===== src/hdl/gbn_pkg.sv =====
// Shared types and constants of the Go-Back-N sender window block.
package gbn_pkg;

    localparam int SEQ_MODULO = 16;
    localparam int SEQ_W      = 4;
    localparam int CNT_W      = 5;
    localparam int TIMER_W    = 24;
    localparam int STREAK_W   = 6;
    localparam int CFG_IDX_W  = 1;
    localparam int CFG_DATA_W = 24;

    localparam logic [TIMER_W-1:0]  TIMEOUT_TICKS_RESET = 24'd140;
    localparam logic [STREAK_W-1:0] MAX_STREAK_RESET    = 6'd30;

    // Configuration register indexes.
    localparam logic [CFG_IDX_W-1:0] REG_TIMEOUT_TICKS = 1'd0;
    localparam logic [CFG_IDX_W-1:0] REG_MAX_STREAK    = 1'd1;

    // Event codes on the input channel.
    localparam logic [1:0] OP_SEND = 2'd0;
    localparam logic [1:0] OP_ACK  = 2'd1;
    localparam logic [1:0] OP_TICK = 2'd2;

    // Command kinds handed from the front end to the back end.
    localparam logic [1:0] KIND_NONE = 2'd0;
    localparam logic [1:0] KIND_SEND = 2'd1;
    localparam logic [1:0] KIND_ACK  = 2'd2;
    localparam logic [1:0] KIND_TICK = 2'd3;

    // Result action codes.
    localparam logic [1:0] ACT_NONE    = 2'd0;
    localparam logic [1:0] ACT_SEND    = 2'd1;
    localparam logic [1:0] ACT_RESEND  = 2'd2;
    localparam logic [1:0] ACT_REFUSED = 2'd3;

    typedef struct packed {
        logic [1:0]       kind;
        logic [SEQ_W-1:0] ack_number;
        logic             ack_corrupt;
        logic             ack_completion;
    } t_cmd;

    typedef struct packed {
        logic [1:0]       action;
        logic [SEQ_W-1:0] frame_seq;
        logic             last_of_burst;
        logic [SEQ_W-1:0] window_base;
        logic [CNT_W-1:0] frames_outstanding;
        logic             transfer_done;
        logic             transfer_aborted;
    } t_result;

endpackage


===== src/hdl/gbn_if.sv =====
// Channel interfaces: event input, result output and configuration writes.
interface gbn_evt_if;
    logic                        valid;
    logic                        ready;
    logic [1:0]                  operation;
    logic [gbn_pkg::SEQ_W-1:0]   ack_number;
    logic                        ack_corrupt;
    logic                        ack_completion;

    modport source (output valid, operation, ack_number, ack_corrupt, ack_completion,
                    input ready);
    modport sink   (input valid, operation, ack_number, ack_corrupt, ack_completion,
                    output ready);
endinterface

interface gbn_res_if;
    logic                        valid;
    logic                        ready;
    logic [1:0]                  action;
    logic [gbn_pkg::SEQ_W-1:0]   frame_seq;
    logic                        last_of_burst;
    logic [gbn_pkg::SEQ_W-1:0]   window_base;
    logic [gbn_pkg::CNT_W-1:0]   frames_outstanding;
    logic                        transfer_done;
    logic                        transfer_aborted;

    modport source (output valid, action, frame_seq, last_of_burst, window_base,
                    frames_outstanding, transfer_done, transfer_aborted,
                    input ready);
    modport sink   (input valid, action, frame_seq, last_of_burst, window_base,
                    frames_outstanding, transfer_done, transfer_aborted,
                    output ready);
endinterface

interface gbn_cfg_if;
    logic                               valid;
    logic                               ready;
    logic [gbn_pkg::CFG_IDX_W-1:0]      index;
    logic [gbn_pkg::CFG_DATA_W-1:0]     data;

    modport source (output valid, index, data, input ready);
    modport sink   (input valid, index, data, output ready);
endinterface


===== src/hdl/gbn_front.sv =====
// Front end: accepts events and classifies them into back-end commands.
module gbn_front (
    input  logic            i_clk,
    input  logic            i_rst_n,
    gbn_evt_if.sink         i_evt,
    output logic            o_push_valid,
    input  logic            i_push_ready,
    output gbn_pkg::t_cmd   o_push_cmd
);

    logic          r_valid;
    gbn_pkg::t_cmd r_cmd;
    gbn_pkg::t_cmd w_cmd;
    logic          w_take;

    assign i_evt.ready  = !r_valid || i_push_ready;
    assign w_take       = i_evt.valid && i_evt.ready;
    assign o_push_valid = r_valid;
    assign o_push_cmd   = r_cmd;

    // Acknowledgement fields only travel with acknowledgements.
    always_comb begin
        w_cmd = '0;
        case (i_evt.operation)
            gbn_pkg::OP_SEND: begin
                w_cmd.kind = gbn_pkg::KIND_SEND;
            end
            gbn_pkg::OP_ACK: begin
                w_cmd.kind           = gbn_pkg::KIND_ACK;
                w_cmd.ack_number     = i_evt.ack_number;
                w_cmd.ack_corrupt    = i_evt.ack_corrupt;
                w_cmd.ack_completion = i_evt.ack_completion;
            end
            gbn_pkg::OP_TICK: begin
                w_cmd.kind = gbn_pkg::KIND_TICK;
            end
            default: begin
                w_cmd.kind = gbn_pkg::KIND_NONE;
            end
        endcase
    end

    always_ff @(posedge i_clk) begin
        if (!i_rst_n) begin
            r_valid <= 1'b0;
        end else if (w_take) begin
            r_valid <= 1'b1;
        end else if (i_push_ready) begin
            r_valid <= 1'b0;
        end
    end

    always_ff @(posedge i_clk) begin
        if (w_take) begin
            r_cmd <= w_cmd;
        end
    end

endmodule


===== src/hdl/gbn_queue.sv =====
// Short command queue between the front end and the back end.
module gbn_queue #(
    parameter int DEPTH = 2
) (
    input  logic            i_clk,
    input  logic            i_rst_n,
    input  logic            i_push_valid,
    output logic            o_push_ready,
    input  gbn_pkg::t_cmd   i_push_cmd,
    output logic            o_pop_valid,
    input  logic            i_pop,
    output gbn_pkg::t_cmd   o_pop_cmd
);

    localparam int PTR_W = (DEPTH > 1) ? $clog2(DEPTH) : 1;
    localparam int FILL_W = $clog2(DEPTH + 1);
    localparam logic [PTR_W-1:0]  PTR_LAST = PTR_W'(DEPTH - 1);
    localparam logic [FILL_W-1:0] FILL_MAX = FILL_W'(DEPTH);

    gbn_pkg::t_cmd     r_mem [DEPTH];
    logic [PTR_W-1:0]  r_wr;
    logic [PTR_W-1:0]  r_rd;
    logic [FILL_W-1:0] r_fill;
    logic              w_push;
    logic              w_pop;

    assign o_push_ready = (r_fill != FILL_MAX);
    assign o_pop_valid  = (r_fill != '0);
    assign o_pop_cmd    = r_mem[r_rd];
    assign w_push       = i_push_valid && o_push_ready;
    assign w_pop        = i_pop && o_pop_valid;

    always_ff @(posedge i_clk) begin
        if (!i_rst_n) begin
            r_wr   <= '0;
            r_rd   <= '0;
            r_fill <= '0;
        end else begin
            if (w_push) begin
                r_wr <= (r_wr == PTR_LAST) ? '0 : r_wr + 1'b1;
            end
            if (w_pop) begin
                r_rd <= (r_rd == PTR_LAST) ? '0 : r_rd + 1'b1;
            end
            if (w_push && !w_pop) begin
                r_fill <= r_fill + 1'b1;
            end else if (w_pop && !w_push) begin
                r_fill <= r_fill - 1'b1;
            end
        end
    end

    always_ff @(posedge i_clk) begin
        if (w_push) begin
            r_mem[r_wr] <= i_push_cmd;
        end
    end

endmodule


===== src/hdl/gbn_back.sv =====
// Back end: window state, purge walk, resend burst and the result register.
module gbn_back (
    input  logic                            i_clk,
    input  logic                            i_rst_n,
    input  logic [gbn_pkg::TIMER_W-1:0]     i_timeout_ticks,
    input  logic [gbn_pkg::STREAK_W-1:0]    i_max_streak,
    input  logic                            i_cmd_valid,
    input  gbn_pkg::t_cmd                   i_cmd,
    output logic                            o_cmd_pop,
    gbn_res_if.source                       o_res
);

    localparam logic [1:0] ST_IDLE  = 2'd0;
    localparam logic [1:0] ST_ACK   = 2'd1;
    localparam logic [1:0] ST_BURST = 2'd2;

    localparam logic [gbn_pkg::CNT_W-1:0] CNT_FULL = gbn_pkg::CNT_W'(gbn_pkg::SEQ_MODULO);
    localparam logic [gbn_pkg::SEQ_W-1:0] SEQ_LAST =
        gbn_pkg::SEQ_W'(gbn_pkg::SEQ_MODULO - 1);

    logic [1:0]                       r_state, n_state;
    logic [gbn_pkg::SEQ_W-1:0]        r_next_seq, n_next_seq;
    logic [gbn_pkg::SEQ_W-1:0]        r_base, n_base;
    logic [gbn_pkg::CNT_W-1:0]        r_count, n_count;
    logic [gbn_pkg::SEQ_MODULO-1:0]   r_stored, n_stored;
    logic                             r_send_allowed, n_send_allowed;
    logic                             r_still_sending, n_still_sending;
    logic                             r_timer_run, n_timer_run;
    logic [gbn_pkg::TIMER_W-1:0]      r_timer, n_timer;
    logic [gbn_pkg::STREAK_W-1:0]     r_streak, n_streak;
    logic                             r_aborted, n_aborted;
    logic                             r_ack_ok, n_ack_ok;
    logic [gbn_pkg::SEQ_W-1:0]        r_burst_i, n_burst_i;
    logic                             r_out_valid, n_out_valid;
    gbn_pkg::t_result                 r_out, n_out;

    logic                             w_can_emit;
    logic                             w_active;
    logic                             w_emit;
    logic [1:0]                       w_action;
    logic [gbn_pkg::SEQ_W-1:0]        w_seq;
    logic                             w_last;
    logic [gbn_pkg::TIMER_W-1:0]      w_timer_inc;
    logic [gbn_pkg::STREAK_W-1:0]     w_streak_inc;
    logic                             w_purge;

    assign w_can_emit   = !r_out_valid || o_res.ready;
    assign w_active     = r_still_sending && !r_aborted;
    assign w_timer_inc  = (r_timer == '1) ? r_timer : r_timer + 1'b1;
    assign w_streak_inc = (r_streak == '1) ? r_streak : r_streak + 1'b1;
    assign w_purge      = r_ack_ok && (r_base < i_cmd.ack_number) && (r_count != '0);

    always_comb begin
        n_state         = r_state;
        n_next_seq      = r_next_seq;
        n_base          = r_base;
        n_count         = r_count;
        n_stored        = r_stored;
        n_send_allowed  = r_send_allowed;
        n_still_sending = r_still_sending;
        n_timer_run     = r_timer_run;
        n_timer         = r_timer;
        n_streak        = r_streak;
        n_aborted       = r_aborted;
        n_ack_ok        = r_ack_ok;
        n_burst_i       = r_burst_i;
        n_out_valid     = r_out_valid && !o_res.ready;
        n_out           = r_out;
        o_cmd_pop       = 1'b0;
        w_emit          = 1'b0;
        w_action        = gbn_pkg::ACT_NONE;
        w_seq           = '0;
        w_last          = 1'b1;

        case (r_state)
            ST_IDLE: begin
                if (i_cmd_valid) begin
                    case (i_cmd.kind)
                        gbn_pkg::KIND_SEND: begin
                            if (w_can_emit) begin
                                w_emit    = 1'b1;
                                o_cmd_pop = 1'b1;
                                if (w_active && r_send_allowed) begin
                                    n_stored[r_next_seq] = 1'b1;
                                    n_next_seq  = r_next_seq + 1'b1;
                                    if (r_count < CNT_FULL) begin
                                        n_count = r_count + 1'b1;
                                    end
                                    n_timer_run = 1'b1;
                                    n_timer     = '0;
                                    // A batch ends when the sequence number wraps.
                                    if (r_next_seq == SEQ_LAST) begin
                                        n_send_allowed = 1'b0;
                                    end
                                    n_streak = '0;
                                    w_action = gbn_pkg::ACT_SEND;
                                    w_seq    = r_next_seq;
                                end else begin
                                    w_action = gbn_pkg::ACT_REFUSED;
                                end
                            end
                        end
                        gbn_pkg::KIND_ACK: begin
                            if (w_active) begin
                                n_streak = '0;
                                n_ack_ok = !i_cmd.ack_corrupt &&
                                           ({1'b0, i_cmd.ack_number} <= r_count);
                            end else begin
                                n_ack_ok = 1'b0;
                            end
                            n_state = ST_ACK;
                        end
                        gbn_pkg::KIND_TICK: begin
                            n_ack_ok = 1'b0;
                            n_state  = ST_ACK;
                            if (w_active && r_timer_run) begin
                                n_timer = w_timer_inc;
                                if (w_timer_inc >= i_timeout_ticks) begin
                                    n_timer   = '0;
                                    n_streak  = w_streak_inc;
                                    if (w_streak_inc > i_max_streak) begin
                                        n_aborted = 1'b1;
                                    end
                                    n_burst_i = '0;
                                    n_state   = ST_BURST;
                                end
                            end
                        end
                        default: begin
                            n_ack_ok = 1'b0;
                            n_state  = ST_ACK;
                        end
                    endcase
                end
            end

            // Walks the purge one slot per cycle, then gives the single plain result.
            // Events that need no more than a plain result pass through here too.
            ST_ACK: begin
                if (w_purge) begin
                    n_stored[r_base] = 1'b0;
                    n_base      = r_base + 1'b1;
                    n_count     = r_count - 1'b1;
                    n_timer_run = 1'b0;
                end else if (w_can_emit) begin
                    if (r_ack_ok) begin
                        if ((i_cmd.ack_number == '0) && !r_stored[0]) begin
                            n_send_allowed = 1'b1;
                            n_base         = r_next_seq;
                            n_count        = '0;
                            n_stored       = '0;
                        end
                        if (i_cmd.ack_completion) begin
                            n_still_sending = 1'b0;
                        end
                    end
                    w_emit    = 1'b1;
                    o_cmd_pop = 1'b1;
                    n_state   = ST_IDLE;
                end
            end

            ST_BURST: begin
                if (w_can_emit) begin
                    w_emit = 1'b1;
                    if (r_count == '0) begin
                        o_cmd_pop = 1'b1;
                        n_state   = ST_IDLE;
                    end else begin
                        w_action  = gbn_pkg::ACT_RESEND;
                        w_seq     = r_base + r_burst_i;
                        w_last    = ({1'b0, r_burst_i} == r_count - 1'b1);
                        n_burst_i = r_burst_i + 1'b1;
                        if (w_last) begin
                            o_cmd_pop = 1'b1;
                            n_state   = ST_IDLE;
                        end
                    end
                end
            end

            default: begin
                n_state = ST_IDLE;
            end
        endcase

        // Every result reports the window as it stands after its event.
        if (w_emit) begin
            n_out_valid              = 1'b1;
            n_out.action             = w_action;
            n_out.frame_seq          = w_seq;
            n_out.last_of_burst      = w_last;
            n_out.window_base        = n_base;
            n_out.frames_outstanding = n_count;
            n_out.transfer_done      = !n_still_sending;
            n_out.transfer_aborted   = n_aborted;
        end
    end

    always_ff @(posedge i_clk) begin
        if (!i_rst_n) begin
            r_state         <= ST_IDLE;
            r_next_seq      <= '0;
            r_base          <= '0;
            r_count         <= '0;
            r_stored        <= '0;
            r_send_allowed  <= 1'b1;
            r_still_sending <= 1'b1;
            r_timer_run     <= 1'b0;
            r_timer         <= '0;
            r_streak        <= '0;
            r_aborted       <= 1'b0;
            r_ack_ok        <= 1'b0;
            r_burst_i       <= '0;
            r_out_valid     <= 1'b0;
        end else begin
            r_state         <= n_state;
            r_next_seq      <= n_next_seq;
            r_base          <= n_base;
            r_count         <= n_count;
            r_stored        <= n_stored;
            r_send_allowed  <= n_send_allowed;
            r_still_sending <= n_still_sending;
            r_timer_run     <= n_timer_run;
            r_timer         <= n_timer;
            r_streak        <= n_streak;
            r_aborted       <= n_aborted;
            r_ack_ok        <= n_ack_ok;
            r_burst_i       <= n_burst_i;
            r_out_valid     <= n_out_valid;
        end
    end

    always_ff @(posedge i_clk) begin
        r_out <= n_out;
    end

    assign o_res.valid              = r_out_valid;
    assign o_res.action             = r_out.action;
    assign o_res.frame_seq          = r_out.frame_seq;
    assign o_res.last_of_burst      = r_out.last_of_burst;
    assign o_res.window_base        = r_out.window_base;
    assign o_res.frames_outstanding = r_out.frames_outstanding;
    assign o_res.transfer_done      = r_out.transfer_done;
    assign o_res.transfer_aborted   = r_out.transfer_aborted;

endmodule


===== src/hdl/go_back_n_sender_window.sv =====
// Go-Back-N sender window control with 4-bit sequence numbers. Events (send request,
// acknowledgement, time tick) enter through a registered front end and a short command
// queue, so new events are taken while the back end works or a result waits. The back
// end handles one event at a time: a send request is answered straight from idle, a tick
// without timeout or an acknowledgement passes through the acknowledgement state, which
// first purges each acknowledged slot and then gives a plain result, and a timeout
// resends each outstanding frame (up to 16), or gives one plain result when nothing is
// outstanding. The purge walk and the resend burst, one slot per cycle in the back end
// (the burst only while results are taken), set the rate. Every event yields at least
// one result, and the last result of an event carries last_of_burst.
module go_back_n_sender_window #(
    parameter int QUEUE_DEPTH = 2
) (
    input  logic        i_clk,
    input  logic        i_rst_n,
    gbn_cfg_if.sink     i_cfg,
    gbn_evt_if.sink     i_evt,
    gbn_res_if.source   o_res
);

    logic [gbn_pkg::TIMER_W-1:0]  r_timeout_ticks;
    logic [gbn_pkg::STREAK_W-1:0] r_max_streak;

    logic          w_push_valid;
    logic          w_push_ready;
    gbn_pkg::t_cmd w_push_cmd;
    logic          w_pop_valid;
    logic          w_pop;
    gbn_pkg::t_cmd w_pop_cmd;

    assign i_cfg.ready = 1'b1;

    always_ff @(posedge i_clk) begin
        if (!i_rst_n) begin
            r_timeout_ticks <= gbn_pkg::TIMEOUT_TICKS_RESET;
            r_max_streak    <= gbn_pkg::MAX_STREAK_RESET;
        end else if (i_cfg.valid) begin
            case (i_cfg.index)
                gbn_pkg::REG_TIMEOUT_TICKS: begin
                    r_timeout_ticks <= i_cfg.data;
                end
                gbn_pkg::REG_MAX_STREAK: begin
                    r_max_streak <= i_cfg.data[gbn_pkg::STREAK_W-1:0];
                end
                default: begin
                end
            endcase
        end
    end

    gbn_front u_front (
        .i_clk        (i_clk),
        .i_rst_n      (i_rst_n),
        .i_evt        (i_evt),
        .o_push_valid (w_push_valid),
        .i_push_ready (w_push_ready),
        .o_push_cmd   (w_push_cmd)
    );

    gbn_queue #(
        .DEPTH (QUEUE_DEPTH)
    ) u_queue (
        .i_clk        (i_clk),
        .i_rst_n      (i_rst_n),
        .i_push_valid (w_push_valid),
        .o_push_ready (w_push_ready),
        .i_push_cmd   (w_push_cmd),
        .o_pop_valid  (w_pop_valid),
        .i_pop        (w_pop),
        .o_pop_cmd    (w_pop_cmd)
    );

    gbn_back u_back (
        .i_clk           (i_clk),
        .i_rst_n         (i_rst_n),
        .i_timeout_ticks (r_timeout_ticks),
        .i_max_streak    (r_max_streak),
        .i_cmd_valid     (w_pop_valid),
        .i_cmd           (w_pop_cmd),
        .o_cmd_pop       (w_pop),
        .o_res           (o_res)
    );

endmodule


===== src/flat_wrapper.sv =====
// flat-port wrapper written by rule: the top's interface ports become plain ports
module go_back_n_sender_window_flat 
#(
    parameter int QUEUE_DEPTH = 2
)
  (i_clk, i_rst_n, i_cfg_valid, i_cfg_index, i_cfg_data, i_cfg_ready, i_evt_valid, i_evt_operation, i_evt_ack_number, i_evt_ack_corrupt, i_evt_ack_completion, i_evt_ready, o_res_valid, o_res_action, o_res_frame_seq, o_res_last_of_burst, o_res_window_base, o_res_frames_outstanding, o_res_transfer_done, o_res_transfer_aborted, o_res_ready);
  gbn_cfg_if i_cfg_i ();
  gbn_evt_if i_evt_i ();
  gbn_res_if o_res_i ();
  input  logic i_clk;
  input  logic i_rst_n;
  input wire logic [$bits(i_cfg_i.valid)-1:0] i_cfg_valid;
  input wire logic [$bits(i_cfg_i.index)-1:0] i_cfg_index;
  input wire logic [$bits(i_cfg_i.data)-1:0] i_cfg_data;
  output wire logic [$bits(i_cfg_i.ready)-1:0] i_cfg_ready;
  input wire logic [$bits(i_evt_i.valid)-1:0] i_evt_valid;
  input wire logic [$bits(i_evt_i.operation)-1:0] i_evt_operation;
  input wire logic [$bits(i_evt_i.ack_number)-1:0] i_evt_ack_number;
  input wire logic [$bits(i_evt_i.ack_corrupt)-1:0] i_evt_ack_corrupt;
  input wire logic [$bits(i_evt_i.ack_completion)-1:0] i_evt_ack_completion;
  output wire logic [$bits(i_evt_i.ready)-1:0] i_evt_ready;
  output wire logic [$bits(o_res_i.valid)-1:0] o_res_valid;
  output wire logic [$bits(o_res_i.action)-1:0] o_res_action;
  output wire logic [$bits(o_res_i.frame_seq)-1:0] o_res_frame_seq;
  output wire logic [$bits(o_res_i.last_of_burst)-1:0] o_res_last_of_burst;
  output wire logic [$bits(o_res_i.window_base)-1:0] o_res_window_base;
  output wire logic [$bits(o_res_i.frames_outstanding)-1:0] o_res_frames_outstanding;
  output wire logic [$bits(o_res_i.transfer_done)-1:0] o_res_transfer_done;
  output wire logic [$bits(o_res_i.transfer_aborted)-1:0] o_res_transfer_aborted;
  input wire logic [$bits(o_res_i.ready)-1:0] o_res_ready;
  assign i_cfg_i.valid = i_cfg_valid;
  assign i_cfg_i.index = i_cfg_index;
  assign i_cfg_i.data = i_cfg_data;
  assign i_cfg_ready = i_cfg_i.ready;
  assign i_evt_i.valid = i_evt_valid;
  assign i_evt_i.operation = i_evt_operation;
  assign i_evt_i.ack_number = i_evt_ack_number;
  assign i_evt_i.ack_corrupt = i_evt_ack_corrupt;
  assign i_evt_i.ack_completion = i_evt_ack_completion;
  assign i_evt_ready = i_evt_i.ready;
  assign o_res_valid = o_res_i.valid;
  assign o_res_action = o_res_i.action;
  assign o_res_frame_seq = o_res_i.frame_seq;
  assign o_res_last_of_burst = o_res_i.last_of_burst;
  assign o_res_window_base = o_res_i.window_base;
  assign o_res_frames_outstanding = o_res_i.frames_outstanding;
  assign o_res_transfer_done = o_res_i.transfer_done;
  assign o_res_transfer_aborted = o_res_i.transfer_aborted;
  assign o_res_i.ready = o_res_ready;
  go_back_n_sender_window #(.QUEUE_DEPTH(QUEUE_DEPTH)) u_core (.i_clk(i_clk), .i_rst_n(i_rst_n), .i_cfg(i_cfg_i), .i_evt(i_evt_i), .o_res(o_res_i));
endmodule

===== config.mk =====
export PLATFORM = sky130hd
export DESIGN_NAME = go_back_n_sender_window_flat
export DESIGN_NICKNAME = d
export VERILOG_FILES = /design/src/hdl/gbn_pkg.sv /design/src/hdl/gbn_if.sv /design/src/hdl/gbn_front.sv /design/src/hdl/gbn_queue.sv /design/src/hdl/gbn_back.sv /design/src/hdl/go_back_n_sender_window.sv /design/src/flat_wrapper.sv
export SDC_FILE = /design/constraint.sdc
export NUM_CORES = 1
export LEC_CHECK = 0
export BUFFER_PORTS_ARGS = -buffer_cell sky130_fd_sc_hd__buf_2
export CAP_MARGIN = 20
export CORE_MARGIN = 2
export CORE_UTILIZATION = 40
export DETAILED_ROUTE_END_ITERATION = 10
export MAX_ROUTING_LAYER = met4
export PLACE_DENSITY_LB_ADDON = 0.08
export SLEW_MARGIN = 20
export SYNTH_ARGS = -nofsm -noshare
export SYNTH_HDL_FRONTEND = slang
export SYNTH_HIERARCHICAL = 1
export SYNTH_SLANG_ARGS = --single-unit

===== constraint.sdc =====
create_clock -name i_clk -period 10.5 [get_ports i_clk]
set_input_delay 0.525 -clock i_clk [delete_from_list [all_inputs] [get_ports i_clk]]
set_output_delay 0.525 -clock i_clk [all_outputs]
set_load 0.02 [all_outputs]

==> impl_metrics.prom <==
# TYPE chip_impl_metric gauge
chip_impl_info{name="clk_root_buffer_cell",value="clkbuf_16"} 1
chip_impl_metric{name="post_cts.repair.setup_buffers",unit=""} 0
chip_impl_metric{name="chipHeight",unit="um"} 145
chip_impl_metric{name="syn_inst",unit=""} 871
chip_impl_metric{name="holdPathStages",unit=""} 3
chip_impl_info{name="critical_path.reg2reg.endpoint",value="u_core/u_back/r_burst_i[3]$_SDFFE_PN0P_"} 1
chip_impl_metric{name="timing.critical_path.arrival",unit="ps"} 5020
chip_impl_metric{name="design.die.area",unit="mm2"} 0.0210
chip_impl_metric{name="finish.cell_count_without_fillers",unit=""} 1187
chip_impl_metric{name="grt_usage",unit="%"} 21.0
chip_impl_metric{name="synth_edf_count",unit=""} 42
chip_impl_metric{name="gp_congestion",unit=""} 0.856
chip_impl_info{name="most_common_cell_after_layout_fill_and_taps_aside",value="nand2_1"} 1
chip_impl_metric{name="boundaryPins",unit=""} 59
chip_impl_info{name="cts_tree",value="yes"} 1
chip_impl_metric{name="numCtsBuffers",unit=""} 17
chip_impl_metric{name="start_util",unit="%"} 40.7
chip_impl_metric{name="maximum_number_of_pins_on_one_net_before_global_route_repair",unit=""} 65
chip_impl_metric{name="r2r_setup_slack",unit="ps"} 5770
chip_impl_metric{name="dieWidth",unit="um"} 145
chip_impl_metric{name="num_rows",unit=""} 51
chip_impl_info{name="ys_dominant_reg_cell",value="dfxtp_1"} 1
chip_impl_metric{name="cts.path.max_buffers",unit=""} 2
chip_impl_metric{name="antenna_cells_inserted",unit=""} 0
chip_impl_info{name="result_of_the_run",value="completed"} 1
chip_impl_metric{name="design_power_total",unit="W"} 0.00143
chip_impl_metric{name="post_synth.cell_area_avg",unit="um2"} 9.10
chip_impl_metric{name="achievable_clock_frequency",unit="GHz"} 0.211
chip_impl_metric{name="grt_overflow",unit=""} 0
chip_impl_metric{name="antenna_found_initial",unit=""} 0
chip_impl_metric{name="worst_setup_hold_path_clk_slew",unit="ps"} 70
chip_impl_metric{name="number_of_detailed_route_iterations_in_the_first_pass",unit=""} 5
chip_impl_metric{name="place.detailed.hpwl",unit="um"} 15100
chip_impl_metric{name="synth.ff_latch_count",unit=""} 134
chip_impl_metric{name="cts-resized-gates",unit=""} 0
chip_impl_metric{name="first_global_vias",unit=""} 6195
chip_impl_metric{name="synth-seq-area-share",unit="%"} 39.1
chip_impl_metric{name="required_time_of_the_critical_path",unit="ps"} 10790
chip_impl_metric{name="timing.final.crit_period",unit="ps"} 4730
chip_impl_metric{name="report.final.slew_viol_count",unit=""} 0
chip_impl_metric{name="grt_pass1_wl",unit="um"} 32900
chip_impl_info{name="timing.hold.worst.class",value="input port to flip-flop"} 1
chip_impl_metric{name="layout-drive-gt1-share",unit="%"} 14.5
chip_impl_info{name="cp-start-kind",value="flip-flop"} 1
chip_impl_metric{name="setup_total_negative_slack",unit="ps"} 0
chip_impl_metric{name="synthArstFlopShare",unit="%"} 0
chip_impl_metric{name="post_route_skew",unit="ps"} 16.8
chip_impl_info{name="worst_r2r_startpoint",value="u_core/u_back/r_timer[16]$_SDFFE_PN0P_"} 1
chip_impl_metric{name="worst_skew_pair.late_latency",unit="ps"} 440
chip_impl_metric{name="r2r.worst_path.cells",unit=""} 12
chip_impl_metric{name="avgRoutedWirePerCell",unit="um"} 17.3
chip_impl_metric{name="place_inst",unit=""} 1155
chip_impl_metric{name="synth_warnings",unit=""} 6
chip_impl_info{name="layout.cells.most_common_list",value="107 x nand2_1, 92 x dfxtp_1, 65 x inv_1, 57 x buf_2, 54 x ha_1"} 1
chip_impl_info{name="min_delay_worst_endpoint",value="u_core/r_timeout_ticks[12]$_SDFFE_PN0P_"} 1
chip_impl_metric{name="nNetsFinal",unit=""} 1002
chip_impl_metric{name="detail_route.vias_per_cell",unit=""} 5.45
chip_impl_metric{name="final.period_utilization",unit="%"} 45.0
chip_impl_metric{name="power-per-cell-area",unit="mW/mm2"} 161
chip_impl_metric{name="leakagePower",unit="nW"} 3.72
chip_impl_metric{name="slew-limit-headroom",unit="%"} 39.5
chip_impl_info{name="holdCritStartpoint",value="i_cfg_data[12]"} 1
chip_impl_metric{name="syn_area",unit="mm2"} 0.00793
chip_impl_info{name="grt_setup_unrepaired",value="false"} 1
chip_impl_metric{name="critPathMaxFanout",unit=""} 11
chip_impl_metric{name="postRouteAntennaNets",unit=""} 0
chip_impl_metric{name="setup_violations",unit=""} 0
chip_impl_metric{name="detail_route.iter0.violations",unit=""} 467
chip_impl_metric{name="worst_pin_slew",unit="ps"} 906
chip_impl_metric{name="htree_levels",unit=""} 4
chip_impl_metric{name="cts_hold_buffers",unit=""} 0
chip_impl_info{name="worst_setup_path_end_kind",value="flip-flop"} 1
chip_impl_metric{name="vdd_drop_max",unit="mV"} 0.103
chip_impl_metric{name="final_hold_viol_count",unit=""} 0
chip_impl_metric{name="design.core.area",unit="mm2"} 0.0195
chip_impl_metric{name="total_number_of_vias",unit=""} 6467
chip_impl_metric{name="synth_cell_types",unit=""} 86
chip_impl_metric{name="wl",unit="um"} 20500
chip_impl_metric{name="post-route-drc-count",unit=""} 0
chip_impl_metric{name="postSynthNetCount",unit=""} 964
chip_impl_metric{name="max_cap_violations",unit=""} 0
chip_impl_info{name="timing.setup.critical_path_class",value="flip-flop to flip-flop"} 1
chip_impl_info{name="critical_path.startpoint",value="u_core/u_back/r_timer[16]$_SDFFE_PN0P_"} 1
chip_impl_metric{name="place.port_buffers",unit=""} 57
chip_impl_metric{name="syn2layout_area_growth",unit="%"} 12.4
chip_impl_metric{name="cts.sinks",unit=""} 134
per-stage QoR:
step | worst slack, ps | cell area [um2] | utilization, % | hold WS, ps
2_1_floorplan | 6650 | 7930 | - | 421
3_3_place_gp | 6090 | 8340 | 42.9 | 429
3_5_place_dp | 5790 | 8340 | 42.9 | 438
4_1_cts | 5770 | 8900 | 45.7 | 309
5_1_grt | 5340 | 8910 | 45.8 | 312
6_report | 5770 | 8910 | 45.8 | 325
cell usage after synthesis (19+ instances only):
library cell,instances,area [um2]
ha_1,54,676
dfxtp_1,92,1840
nand3_1,36,180
nand2_1,107,402
mux2i_1,26,260
nand4_1,19,119
clkbuf_1,20,75.1
edfxtp_1,42,1260
nor2_1,51,191
o21ai_0,31,155
a21oi_1,33,165
inv_1,65,244
flip-flops by register name (all words and copies together), names as in the netlist, 2 cells and up, named ones only:
name / cells
u_core/u_back/r_base: 4
u_core/u_back/r_count: 5
u_core/r_timeout_ticks: 24
u_core/u_queue/r_mem: 16
u_core/u_back/r_burst_i: 4
u_core/u_back/r_timer: 24
u_core/u_back/r_state: 2
u_core/u_back/o_res.window_base: 4
u_core/u_back/r_streak: 6
u_core/u_queue/r_fill: 2
u_core/r_max_streak: 6
u_core/u_back/o_res.frame_seq: 4
u_core/u_back/o_res.action: 2
u_core/u_back/o_res.frames_outstanding: 5
u_core/u_back/r_next_seq: 4
u_core/u_front/o_push_cmd: 8
power by group:
part	internal (W)	leakage, nW	switching (W)	total [W]
Sequential	0.000579	1.14	0.0000249	0.000604
Combinational	0.0000890	2.31	0.000164	0.000253
Clock	0.000314	0.272	0.000261	0.000575
worst max path at each step:
stage	end	slack, ps
floorplan	u_core/u_back/r_streak[3]$_SDFFE_PN0P_	6650
global placement	u_core/u_back/r_burst_i[3]$_SDFFE_PN0P_	6090
detailed placement	u_core/u_back/r_burst_i[3]$_SDFFE_PN0P_	5790
CTS	u_core/u_back/r_burst_i[3]$_SDFFE_PN0P_	5770
global route	u_core/u_back/r_burst_i[3]$_SDFFE_PN0P_	5340
finish	u_core/u_back/r_burst_i[3]$_SDFFE_PN0P_	5770
cell type report:
type / count / area [um2]
Sequential cell: 134 / 3100
Inverter: 65 / 244
Clock inverter: 14 / 133
Multi-Input combinational cell: 633 / 4380
Fill cell: 1917 / 10600
Tap cell: 265 / 332
Timing Repair Buffer: 58 / 293
Clock buffer: 18 / 429
cells by family after synthesis:
| logic type | Yosys count | share of synthesized area [%] |
|---|---|---|
| buffers and inverters | 104 | 5.79 |
| AOI/OAI and AO/OA | 178 | 16.3 |
| and+or+nand+nor | 333 | 22.0 |
| DFF | 134 | 39.1 |
| other | 1 | 0.0473 |
| muxes | 37 | 4.84 |
| adders and majority gates | 55 | 8.77 |
| xor gates and xnor gates | 29 | 3.20 |
critical path: stages (launching register included):
cell      delay [ps]
dfxtp_1          500
nand4_2          210
or4_1            670
o211ai_2         450
nor4_1           160
xor2_1           180
ha_1             350
nand4_1          160
nor4_2           430
nand4_1          310
o2111a_1         480
a21boi_0         530
o21ai_0          160
per-layer routing:
metal,GRT usage (%),up-vias,share of wire [%]
met5,-,-,0
met4,5.88,0,1.2
met3,3.95,21,4.8
met2,30.8,163,44
met1,29.7,3060,50
li1,-,3223,-
Power figures use the tool's default switching activity.
